File: config.mk
export PLATFORM = sky130hd
export DESIGN_NAME = modular_exponentiation
export DESIGN_NICKNAME = d
export VERILOG_FILES = /design/src/rtl/core/mexp_pkg.sv /design/src/rtl/core/modular_exponentiation.sv
export VERILOG_INCLUDE_DIRS = /design/src /design/src/rtl/core
export SDC_FILE = /design/constraint.sdc
export NUM_CORES = 1
export LEC_CHECK = 0
export BUFFER_PORTS_ARGS = -buffer_cell sky130_fd_sc_hd__buf_2
export CAP_MARGIN = 20
export CORE_MARGIN = 2
export CORE_UTILIZATION = 45
export CTS_CLUSTER_SIZE = 40
export DETAILED_ROUTE_END_ITERATION = 8
export SKIP_LAST_GASP = 1
export SLEW_MARGIN = 20
export SYNTH_ARGS = -nofsm -noshare
export SYNTH_HDL_FRONTEND = slang
export SYNTH_SLANG_ARGS = --single-unit
File: constraint.sdc
create_clock -name clk -period 5.5 [get_ports clk]
set_clock_uncertainty 0.2 [all_clocks]
set_input_delay 1.1 -clock clk [delete_from_list [all_inputs] [get_ports clk]]
set_output_delay 1.1 -clock clk [all_outputs]
set_load 0.05 [all_outputs]
File: src/rtl/core/modular_exponentiation_defines.svh
// Assertion macros for the modular exponentiation block.
// Included by the top level; has no dependencies.
`ifndef MODULAR_EXPONENTIATION_DEFINES_SVH
`define MODULAR_EXPONENTIATION_DEFINES_SVH
`ifndef SYNTHESIS
`define MEXP_ASSERT_IMP(lbl, clk, rst_n, ante, cons) \
  lbl: assert property (@(posedge clk) disable iff (!rst_n) (ante) |-> (cons)) \
    else $error("modular exponentiation assertion failed");
`define MEXP_ASSERT_NEXT(lbl, clk, rst_n, ante, cons) \
  lbl: assert property (@(posedge clk) disable iff (!rst_n) (ante) |=> (cons)) \
    else $error("modular exponentiation assertion failed");
`else
`define MEXP_ASSERT_IMP(lbl, clk, rst_n, ante, cons)
`define MEXP_ASSERT_NEXT(lbl, clk, rst_n, ante, cons)
`endif
`endif

File: src/rtl/core/mexp_pkg.sv
// Package for the modular exponentiation block: operand width and types.
// Has no dependencies.
`timescale 1ns / 1ps

package mexp_pkg;

  parameter int OPERAND_WIDTH = 31;
  parameter int CNT_WIDTH     = $clog2(OPERAND_WIDTH);

  typedef logic [OPERAND_WIDTH-1:0] operand_t;
  typedef logic [CNT_WIDTH-1:0]     count_t;

endpackage

File: src/rtl/core/modular_exponentiation.sv
// Top level of the modular exponentiation block (bit-serial square-and-multiply).
// Depends on mexp_pkg and modular_exponentiation_defines.svh.
//
// Usage: write the modulus (reset value 23) over the cfg channel only while the
// block is idle; the block itself does not enforce this. Each input transaction
// carries a base and an exponent; each output transaction returns base^exponent
// mod modulus and an error flag, set with a zero result when the modulus is zero.
// Operation: the base is first reduced modulo the modulus, one bit per cycle. Then,
// for every exponent bit up to the highest set one, a pass forms both the product
// and the square with one multiplier bit per cycle, with a check state between
// passes. A zero modulus skips both steps and goes straight to the finish state.
// One item is processed at a time. The next input transaction is accepted as soon
// as the result has moved into the output register, even if that result is still
// waiting for out_ready. A stalled receiver holds the finished result back, and
// the block waits with it until the output register frees up.
// Reset (synchronous, active low) empties the block and restores the modulus.
`timescale 1ns / 1ps
`include "modular_exponentiation_defines.svh"

module modular_exponentiation (
  input  logic                clk,
  input  logic                rst_n,
  input  logic                cfg_valid,
  output logic                cfg_ready,
  input  mexp_pkg::operand_t  cfg_modulus,
  input  logic                in_valid,
  output logic                in_ready,
  input  mexp_pkg::operand_t  in_base_value,
  input  mexp_pkg::operand_t  in_exponent_value,
  output logic                out_valid,
  input  logic                out_ready,
  output mexp_pkg::operand_t  out_power_result,
  output logic                out_modulus_error
);
  import mexp_pkg::*;

  typedef enum logic [2:0] {
    S_IDLE,
    S_REDUCE,
    S_CHECK,
    S_MULT,
    S_FINISH
  } state_t;

  typedef logic [OPERAND_WIDTH:0] wide_t;

  function automatic operand_t add_mod(operand_t a, operand_t b, operand_t m);
    wide_t s;
    wide_t d;
    s = {1'b0, a} + {1'b0, b};
    if (s >= {1'b0, m}) begin
      d = s - {1'b0, m};
    end else begin
      d = s;
    end
    return d[OPERAND_WIDTH-1:0];
  endfunction

  state_t   state_r, state_nxt;
  operand_t mod_r, mod_nxt;
  operand_t exp_r, exp_nxt;
  operand_t base_r, base_nxt;
  operand_t ans_r, ans_nxt;
  operand_t dbl_r, dbl_nxt;
  operand_t acc_ans_r, acc_ans_nxt;
  operand_t acc_sq_r, acc_sq_nxt;
  operand_t mlt_ans_r, mlt_ans_nxt;
  operand_t mlt_sq_r, mlt_sq_nxt;
  count_t   cnt_r, cnt_nxt;
  logic     err_r, err_nxt;
  logic     out_valid_r, out_valid_nxt;
  operand_t out_power_r, out_power_nxt;
  logic     out_err_r, out_err_nxt;

  wide_t    rem_wide;
  wide_t    rem_sub;
  operand_t acc_ans_step;
  operand_t acc_sq_step;

  assign in_ready          = (state_r == S_IDLE);
  assign cfg_ready         = 1'b1;
  assign out_valid         = out_valid_r;
  assign out_power_result  = out_power_r;
  assign out_modulus_error = out_err_r;

  assign rem_wide     = {base_r, mlt_sq_r[OPERAND_WIDTH-1]};
  assign rem_sub      = rem_wide - {1'b0, mod_r};
  assign acc_ans_step = mlt_ans_r[0] ? add_mod(acc_ans_r, dbl_r, mod_r) : acc_ans_r;
  assign acc_sq_step  = mlt_sq_r[0] ? add_mod(acc_sq_r, dbl_r, mod_r) : acc_sq_r;

  always_comb begin
    state_nxt     = state_r;
    mod_nxt       = cfg_valid ? cfg_modulus : mod_r;
    exp_nxt       = exp_r;
    base_nxt      = base_r;
    ans_nxt       = ans_r;
    dbl_nxt       = dbl_r;
    acc_ans_nxt   = acc_ans_r;
    acc_sq_nxt    = acc_sq_r;
    mlt_ans_nxt   = mlt_ans_r;
    mlt_sq_nxt    = mlt_sq_r;
    cnt_nxt       = cnt_r;
    err_nxt       = err_r;
    out_valid_nxt = out_valid_r & ~out_ready;
    out_power_nxt = out_power_r;
    out_err_nxt   = out_err_r;

    case (state_r)
      S_IDLE: begin
        if (in_valid) begin
          if (mod_r == '0) begin
            ans_nxt   = '0;
            err_nxt   = 1'b1;
            state_nxt = S_FINISH;
          end else begin
            err_nxt    = 1'b0;
            ans_nxt    = (mod_r == OPERAND_WIDTH'(1)) ? '0 : OPERAND_WIDTH'(1);
            base_nxt   = '0;
            mlt_sq_nxt = in_base_value;
            exp_nxt    = in_exponent_value;
            cnt_nxt    = CNT_WIDTH'(OPERAND_WIDTH - 1);
            state_nxt  = S_REDUCE;
          end
        end
      end
      S_REDUCE: begin
        if (rem_wide >= {1'b0, mod_r}) begin
          base_nxt = rem_sub[OPERAND_WIDTH-1:0];
        end else begin
          base_nxt = rem_wide[OPERAND_WIDTH-1:0];
        end
        mlt_sq_nxt = mlt_sq_r << 1;
        if (cnt_r == '0) begin
          state_nxt = S_CHECK;
        end else begin
          cnt_nxt = cnt_r - CNT_WIDTH'(1);
        end
      end
      S_CHECK: begin
        if (exp_r == '0) begin
          state_nxt = S_FINISH;
        end else begin
          dbl_nxt     = base_r;
          mlt_ans_nxt = ans_r;
          mlt_sq_nxt  = base_r;
          acc_ans_nxt = '0;
          acc_sq_nxt  = '0;
          cnt_nxt     = CNT_WIDTH'(OPERAND_WIDTH - 1);
          state_nxt   = S_MULT;
        end
      end
      S_MULT: begin
        acc_ans_nxt = acc_ans_step;
        acc_sq_nxt  = acc_sq_step;
        dbl_nxt     = add_mod(dbl_r, dbl_r, mod_r);
        mlt_ans_nxt = mlt_ans_r >> 1;
        mlt_sq_nxt  = mlt_sq_r >> 1;
        if (cnt_r == '0) begin
          if (exp_r[0]) begin
            ans_nxt = acc_ans_step;
          end
          base_nxt  = acc_sq_step;
          exp_nxt   = exp_r >> 1;
          state_nxt = S_CHECK;
        end else begin
          cnt_nxt = cnt_r - CNT_WIDTH'(1);
        end
      end
      S_FINISH: begin
        if (!out_valid_r || out_ready) begin
          out_valid_nxt = 1'b1;
          out_power_nxt = ans_r;
          out_err_nxt   = err_r;
          state_nxt     = S_IDLE;
        end
      end
      default: begin
        state_nxt = S_IDLE;
      end
    endcase
  end

  always_ff @(posedge clk) begin
    if (!rst_n) begin
      state_r     <= S_IDLE;
      mod_r       <= OPERAND_WIDTH'(23);
      out_valid_r <= 1'b0;
    end else begin
      state_r     <= state_nxt;
      mod_r       <= mod_nxt;
      out_valid_r <= out_valid_nxt;
    end
    exp_r       <= exp_nxt;
    base_r      <= base_nxt;
    ans_r       <= ans_nxt;
    dbl_r       <= dbl_nxt;
    acc_ans_r   <= acc_ans_nxt;
    acc_sq_r    <= acc_sq_nxt;
    mlt_ans_r   <= mlt_ans_nxt;
    mlt_sq_r    <= mlt_sq_nxt;
    cnt_r       <= cnt_nxt;
    err_r       <= err_nxt;
    out_power_r <= out_power_nxt;
    out_err_r   <= out_err_nxt;
  end

  // An error result always carries a zero power.
  `MEXP_ASSERT_IMP(a_err_zero, clk, rst_n, out_valid_r && out_err_r, out_power_r == '0)
  `MEXP_ASSERT_NEXT(a_accept_busy, clk, rst_n, in_valid && in_ready, state_r != S_IDLE)
  `MEXP_ASSERT_NEXT(a_pass_end, clk, rst_n, state_r == S_MULT && cnt_r == '0, state_r == S_CHECK)
  `MEXP_ASSERT_IMP(a_out_from_finish, clk, rst_n, $rose(out_valid_r), $past(state_r) == S_FINISH)

endmodule

======== Yosys cells after proc, flatten, opt, wreduce, memory -nomap -nowiden ========
Index checks and enable logic that the tools add are counted.
cells by class
  $add $sub $neg .......................... 8
  magnitude comparators ................... 4
  equal/unequal tests ..................... 13
  mux-type cells .......................... 44
  bitwise gates (word level) .............. 2
  reduce and logical (&&, ||, !) cells .... 21
operators with widths
  cell                                                                     number
  31-bit two-way mux                                                       20
  31-bit one-hot mux with 2 select lines                                   6
  32-bit by 31-bit >= comparator with 1-bit output                         4
  31-bit one-hot mux with 4 select lines                                   1
  31-bit subtractor                                                        4
  31-bit by 31-bit adder with 32-bit output                                3
  31-bit one-hot mux with 3 select lines                                   1
  31-bit logical NOT                                                       2
  31-bit by 1-bit equality test with 1-bit output (second input constant)  1
  5-bit two-way mux                                                        4
  4-bit AND reduction                                                      4
  3-bit two-way mux                                                        5
  5-bit one-hot mux with 3 select lines                                    1
  2-bit != test (second input constant)                                    7
  3-bit one-hot mux with 4 select lines                                    1
  3-bit by 2-bit equality test with 1-bit output (second input constant)   2
  2-bit AND reduction                                                      3
  3-bit nonzero test                                                       2
  5-bit logical NOT                                                        1
  1-bit two-way mux                                                        5
  5-bit AND reduction                                                      1
  5-bit by 1-bit subtractor with 5-bit output (second input constant)      1
  2-bit nonzero test                                                       2
  4-bit nonzero test                                                       1
  other kinds (10)                                                         10
word-level totals
  register bits ........................... 321
  input bits .............................. 98
  output and inout port bits .............. 35
  logic and storage cells ................. 107

======== Logic depth before layout (Yosys ltp) ========
  word-level depth ........................ 7
  gate-level depth with buffers ........... 26
  mapped depth without buffers ............ 24

======== Least setup slack after synthesis ========
Ideal clock, no wire load.
  path kind ............................... reg-to-reg
  start ................................... register dbl_r[4]
  end ..................................... register base_r[24], data pin
  library setup time ...................... 0.271 ns
  data arrival time ....................... 4.918 ns
  data required time ...................... 5.029 ns
  slack ................................... 0.111 ns
  cell stages (with the launch flop) ...... 25
  path buffers ............................ 4
  period minus slack after synthesis ...... 5.389 ns
  cell sequence ........................... edfxtp_1 > ha_1 > a2111o_1 > a21oi_1 > o211ai_1 > nand4_1 > a311oi_1 > o21ai_0 > nor2_1 > a211oi_1 > ha_1 > clkbuf_1 > a21o_1 > a21o_1 > a21oi_1 > nand2b_1 > a21oi_1 > a2111oi_0 > and3_1 > buf_2 > buf_2 > clkbuf_1 > o21ai_0 > a21oi_1 > o22ai_1
on the way
  cells in the longest elaborated chain, start to end .. 6
  elaborated cells on any way between the ends .. 7
  classes of those cells .................. add/sub (2); order compare (1); mux (4)
ends and longest elaborated chain
  item                                                                                   RTL line                                                    RTL
  start: declaration                                                                     modular_exponentiation.sv:64                                operand_t dbl_r, dbl_nxt;
  start signal: assignment                                                               modular_exponentiation.sv:196                               dbl_r <= dbl_nxt;
  31-bit by 31-bit adder with 32-bit output *                                            modular_exponentiation.sv:50                                s = {1'b0, a} + {1'b0, b};
  31-bit subtractor or 32-bit by 31-bit >= comparator with 1-bit output (tied branches)  modular_exponentiation.sv:52, modular_exponentiation.sv:51
  31-bit two-way mux *                                                                   modular_exponentiation.sv:51                                if (s >= {1'b0, m}) begin
  31-bit two-way mux *                                                                   modular_exponentiation.sv:89                                assign acc_sq_step = mlt_sq_r[0] ? add_mod(acc_sq_r, dbl_r, mod_r) : acc_sq_r;
  31-bit two-way mux *                                                                   modular_exponentiation.sv:158                               if (cnt_r == '0) begin
  31-bit one-hot mux with 3 select lines *                                               modular_exponentiation.sv:108                               case (state_r)
  via base_nxt[24]                                                                       modular_exponentiation.sv:62                                operand_t base_r, base_nxt;
  end signal: assignment                                                                 modular_exponentiation.sv:194                               base_r <= base_nxt;
  end: declaration                                                                       modular_exponentiation.sv:62
Mark *: on every way through the listed nets, which the timed path passes. The rest lies on a longest branch. The select of a mux whose other input is x is not followed.
A chain may end at the register's enable or synchronous reset.

======== Worst setup path after layout ========
  start ................................... register dbl_r[2]
  end ..................................... register acc_ans_r[30], data pin
on the way
  cells in the longest elaborated chain, start to end .. 5
  elaborated cells on any way between the ends .. 6
  classes of those cells .................. add/sub (2); order compare (1); mux (3)
ends and longest elaborated chain
  item                                                                                   RTL line                                                    RTL
  31-bit by 31-bit adder with 32-bit output *                                            modular_exponentiation.sv:50
  31-bit subtractor or 32-bit by 31-bit >= comparator with 1-bit output (tied branches)  modular_exponentiation.sv:52, modular_exponentiation.sv:51
  31-bit two-way mux *                                                                   modular_exponentiation.sv:51
  31-bit two-way mux *                                                                   modular_exponentiation.sv:88                                assign acc_ans_step = mlt_ans_r[0] ? add_mod(acc_ans_r, dbl_r, mod_r) : acc_ans_r;
  31-bit one-hot mux with 2 select lines *                                               modular_exponentiation.sv:108
  end signal: assignment                                                                 modular_exponentiation.sv:197                               acc_ans_r <= acc_ans_nxt;
  end: declaration                                                                       modular_exponentiation.sv:65                                operand_t acc_ans_r, acc_ans_nxt;
Mark *: on every way between the ends. The rest lies on a longest branch, timed or not.

==> flow_metrics.tcl <==
set metrics [dict create \
    vdd_ir_drop_max_mv 0.224 \
    diodes 0 \
    clk_pin_slew_ns 0.06 \
    hold_viol_final 0 \
    slew_headroom 0.275 \
    drive_above_1_share 0.197 \
    globalplace.congestion 0.977 \
    synth_edf_count 286 \
    grt_max_degree 61 \
    worstSetupPathType "flop to flop" \
    status "complete, no violations" \
    power.density_nw_per_um2 400 \
    clock_sinks 321 \
    yosysSeqAreaShare 0.393 \
    port_buffers 131 \
    die_h_um 233 \
    grt-ovfl-total 0 \
    clockRootBuffer "clkbuf_16" \
    synth_cell_type_count 79 \
    placed_cell_area_um2 26300 \
    ant_nets 0 \
    hold_class "flop to flop" \
    firstDrtPassIters 6 \
    start_util 0.453 \
    grt_pass1_vias 19800 \
    synth_cells 2558 \
    min_period_ns 5.46 \
    floorplan.die.width_um 233 \
    critical_path.max_fanout 5 \
    worstPathArrival_ns 5.56 \
    async_flop_share 0 \
    rsz0062_at_grt "yes" \
    tightest_slew_ns 1.09 \
    synthFlopType "edfxtp_1" \
    ys_ff_latch 321 \
    period_share 0.992 \
    setup.worst_path.end_class "flop" \
    die_area_um2 54400 \
    tritoncts "built" \
    synth.cell_area_um2 23600 \
    drt-total-wl_um 73800 \
    ios 133 \
    nets 3170 \
    cts_made_buffers 39 \
    syn_avg_cell_area_um2 9.24 \
    yosys_warnings 0 \
    antenna_found_initial 0 \
    worst-endpoint-required_ns 5.61 \
    fmax_mhz 183 \
    avgViaCountPerCell 5.73 \
    core.rowCount 84 \
    slew_violations 0 \
    clk_latency_ns 0.57 \
    hpwl_um 56300 \
    drt_iter0_drc 1463 \
    grt_pass1_wl_um 111000 \
    synth_nets 2849 \
    postLayoutCellArea_um2 28800 \
    area_delta_synth_final_pct 21.9 \
    cts_buffer_depth 3 \
    crit_path_start_kind "flop" \
    cts.htree.levels 2 \
    num_vias 20600 \
    cap_violations 0 \
    setup_viol 0 \
    setup_slack_ns 0.0429 \
    post_drt_wl_per_cell_um 20.5 \
    grt_usage 0.265 \
    post-place-ws_ns -0.300 \
    core_area_um2 52200 \
    drc 0 \
    leakage_uw 0.0121 \
]
through the flow:
stage               utilization  hold slack [ns]  setup TNS [ns]  power (uW)  cells
finish                    0.552            0.218               0       11500   3596
global route              0.552            0.226           -5.70       12300   3596
CTS                       0.535            0.219         -0.0231       11200   3555
detailed placement        0.504            0.224          -14.65        8390   3470
global placement          0.504            0.211           -2.13        8350   3469
floorplan                     -            0.200               0        6810   2558
worst max-delay path, cell delays in order, from the launching register on:
cell      delay [ns]
edfxtp_1        0.40
buf_4           0.17
ha_1            0.29
buf_4           0.15
o21ai_1         0.13
o21bai_1        0.11
a21o_1          0.22
a211oi_2        0.26
and4b_1         0.26
or3_1           0.36
a21oi_2         0.18
xnor2_2         0.11
ha_1            0.34
nand4_1         0.13
buf_4           0.13
nor3_4          0.04
a311oi_4        0.26
nor2_2          0.08
a21oi_2         0.20
a31oi_1         0.11
or3_4           0.41
buf_4           0.17
or2_2           0.29
a32o_1          0.22
report_power, final:
group | internal [uW] | switching [uW]
registers | 3000 | 280
clock network | 1500 | 1070
logic | 2630 | 3060
total | 7130 | 4410
sequential cells by signal, summed over array words and instances, names as in the netlist:
| register | flops |
|---|---|
| acc_ans_r | 31 |
| acc_sq_r | 31 |
| ans_r | 31 |
| base_r | 31 |
| cnt_r | 5 |
| dbl_r | 31 |
| err_r | 1 |
| exp_r | 31 |
| mlt_ans_r | 31 |
| mlt_sq_r | 31 |
| mod_r | 31 |
| out_modulus_error | 1 |
| out_power_result | 31 |
| out_valid | 1 |
| state_r | 3 |
layout by cell type, fill, tap and decap left out, drive strengths merged, types with 8 or more instances in the layout:
| master | netlist | final |
|---|---|---|
| nand4 | 27 | 27 |
| ha | 187 | 187 |
| mux2i | 141 | 141 |
| nand2b | 29 | 29 |
| o22ai | 9 | 9 |
| nor3 | 36 | 36 |
| buf | 26 | 381 |
| xor2 | 60 | 60 |
| and3 | 15 | 15 |
| o21bai | 42 | 42 |
| a211o | 12 | 12 |
| o21a | 18 | 18 |
| a21oi | 227 | 227 |
| nand3 | 36 | 36 |
| nor4 | 24 | 24 |
| nor2 | 176 | 176 |
| xnor2 | 94 | 94 |
| clkinv | 1 | 16 |
| o31ai | 13 | 13 |
| clkbuf | 78 | 51 |
| and2 | 10 | 10 |
| edfxtp | 286 | 286 |
| a211oi | 36 | 36 |
| o21ai | 206 | 206 |
| or3 | 10 | 10 |
| a31oi | 31 | 31 |
| a21boi | 8 | 8 |
| a21o | 90 | 90 |
| nor2b | 49 | 49 |
| o211ai | 21 | 21 |
| inv | 82 | 83 |
| nand2 | 351 | 351 |
| dfxtp | 35 | 35 |
cells by family after synthesis:
logic type	synth area share
AOI/OAI and AO/OA	0.203
xor gates and xnor gates	0.0570
adders and majority gates	0.104
buffers and inverters	0.0315
DFF	0.393
muxes	0.0597
other	0.000159
and+or+nand+nor	0.152
layer usage:
metal	track usage	part of all wire	vias up
li1	-	-	10100
met2	0.423	0.45	635
met4	0.0987	0.037	0
met1	0.371	0.46	9757
met5	0	0	-
met3	0.0293	0.057	124
cell type report:
class / instances / area, um2
Clock inverter: 22 / 188
Tap cell: 688 / 861
Multi-Input combinational cell: 2050 / 14400
Timing Repair Buffer: 384 / 2760
Clock buffer: 48 / 1050
Fill cell: 4729 / 23400
Sequential cell: 321 / 9290
Inverter: 83 / 312
final timing paths:
| path | start | endpoint | cells after the start | slack (ns) |
|---|---|---|---|---|
| max | dbl_r[2] | acc_ans_r[30] | 23 | 0.04 |
| min | err_r | out_modulus_error | 0 | 0.22 |
| max reg2reg | dbl_r[2] | acc_ans_r[30] | 23 | 0.04 |
| min reg2reg | err_r | out_modulus_error | 0 | 0.22 |
synthesized netlist by cell type (6+ instances only):
cell type,instances,share of area
fa_1,6,0.0051
inv_1,82,0.013
ha_1,187,0.099
nor2_1,175,0.028
nor4_1,24,0.0063
xor2_1,60,0.022
o211ai_1,21,0.0067
buf_2,13,0.0028
nor3_1,36,0.0076
a21oi_1,224,0.047
dfxtp_1,35,0.030
a221oi_1,6,0.0022
o21bai_1,42,0.013
a211oi_1,36,0.011
buf_1,7,0.0011
nand2b_1,29,0.0077
nand2_1,351,0.056
nand3_1,36,0.0076
or2_2,6,0.0016
clkbuf_1,77,0.012
a31oi_1,31,0.0082
and2_1,10,0.0026
a21boi_0,8,0.0025
nand4_1,27,0.0071
o31a_1,6,0.0022
xnor2_1,94,0.035
a21o_1,90,0.029
o21a_1,18,0.0057
nor2b_1,49,0.013
o21ai_0,198,0.042
o22ai_1,9,0.0024
edfxtp_1,286,0.36
and3_1,15,0.0040
or3_1,10,0.0026
a211o_1,12,0.0044
o21ai_1,7,0.0015
mux2i_1,141,0.060
o31ai_1,11,0.0035
what timing repair did:
item	CTS	global route
gates resized for setup	50	116
hold buffers	0	0
setup buffers	15	37
endpoints found under the setup margin	124	124
cloned	1	3
pin swaps	33	77
No activity file was read; power rests on OpenSTA's default activity.
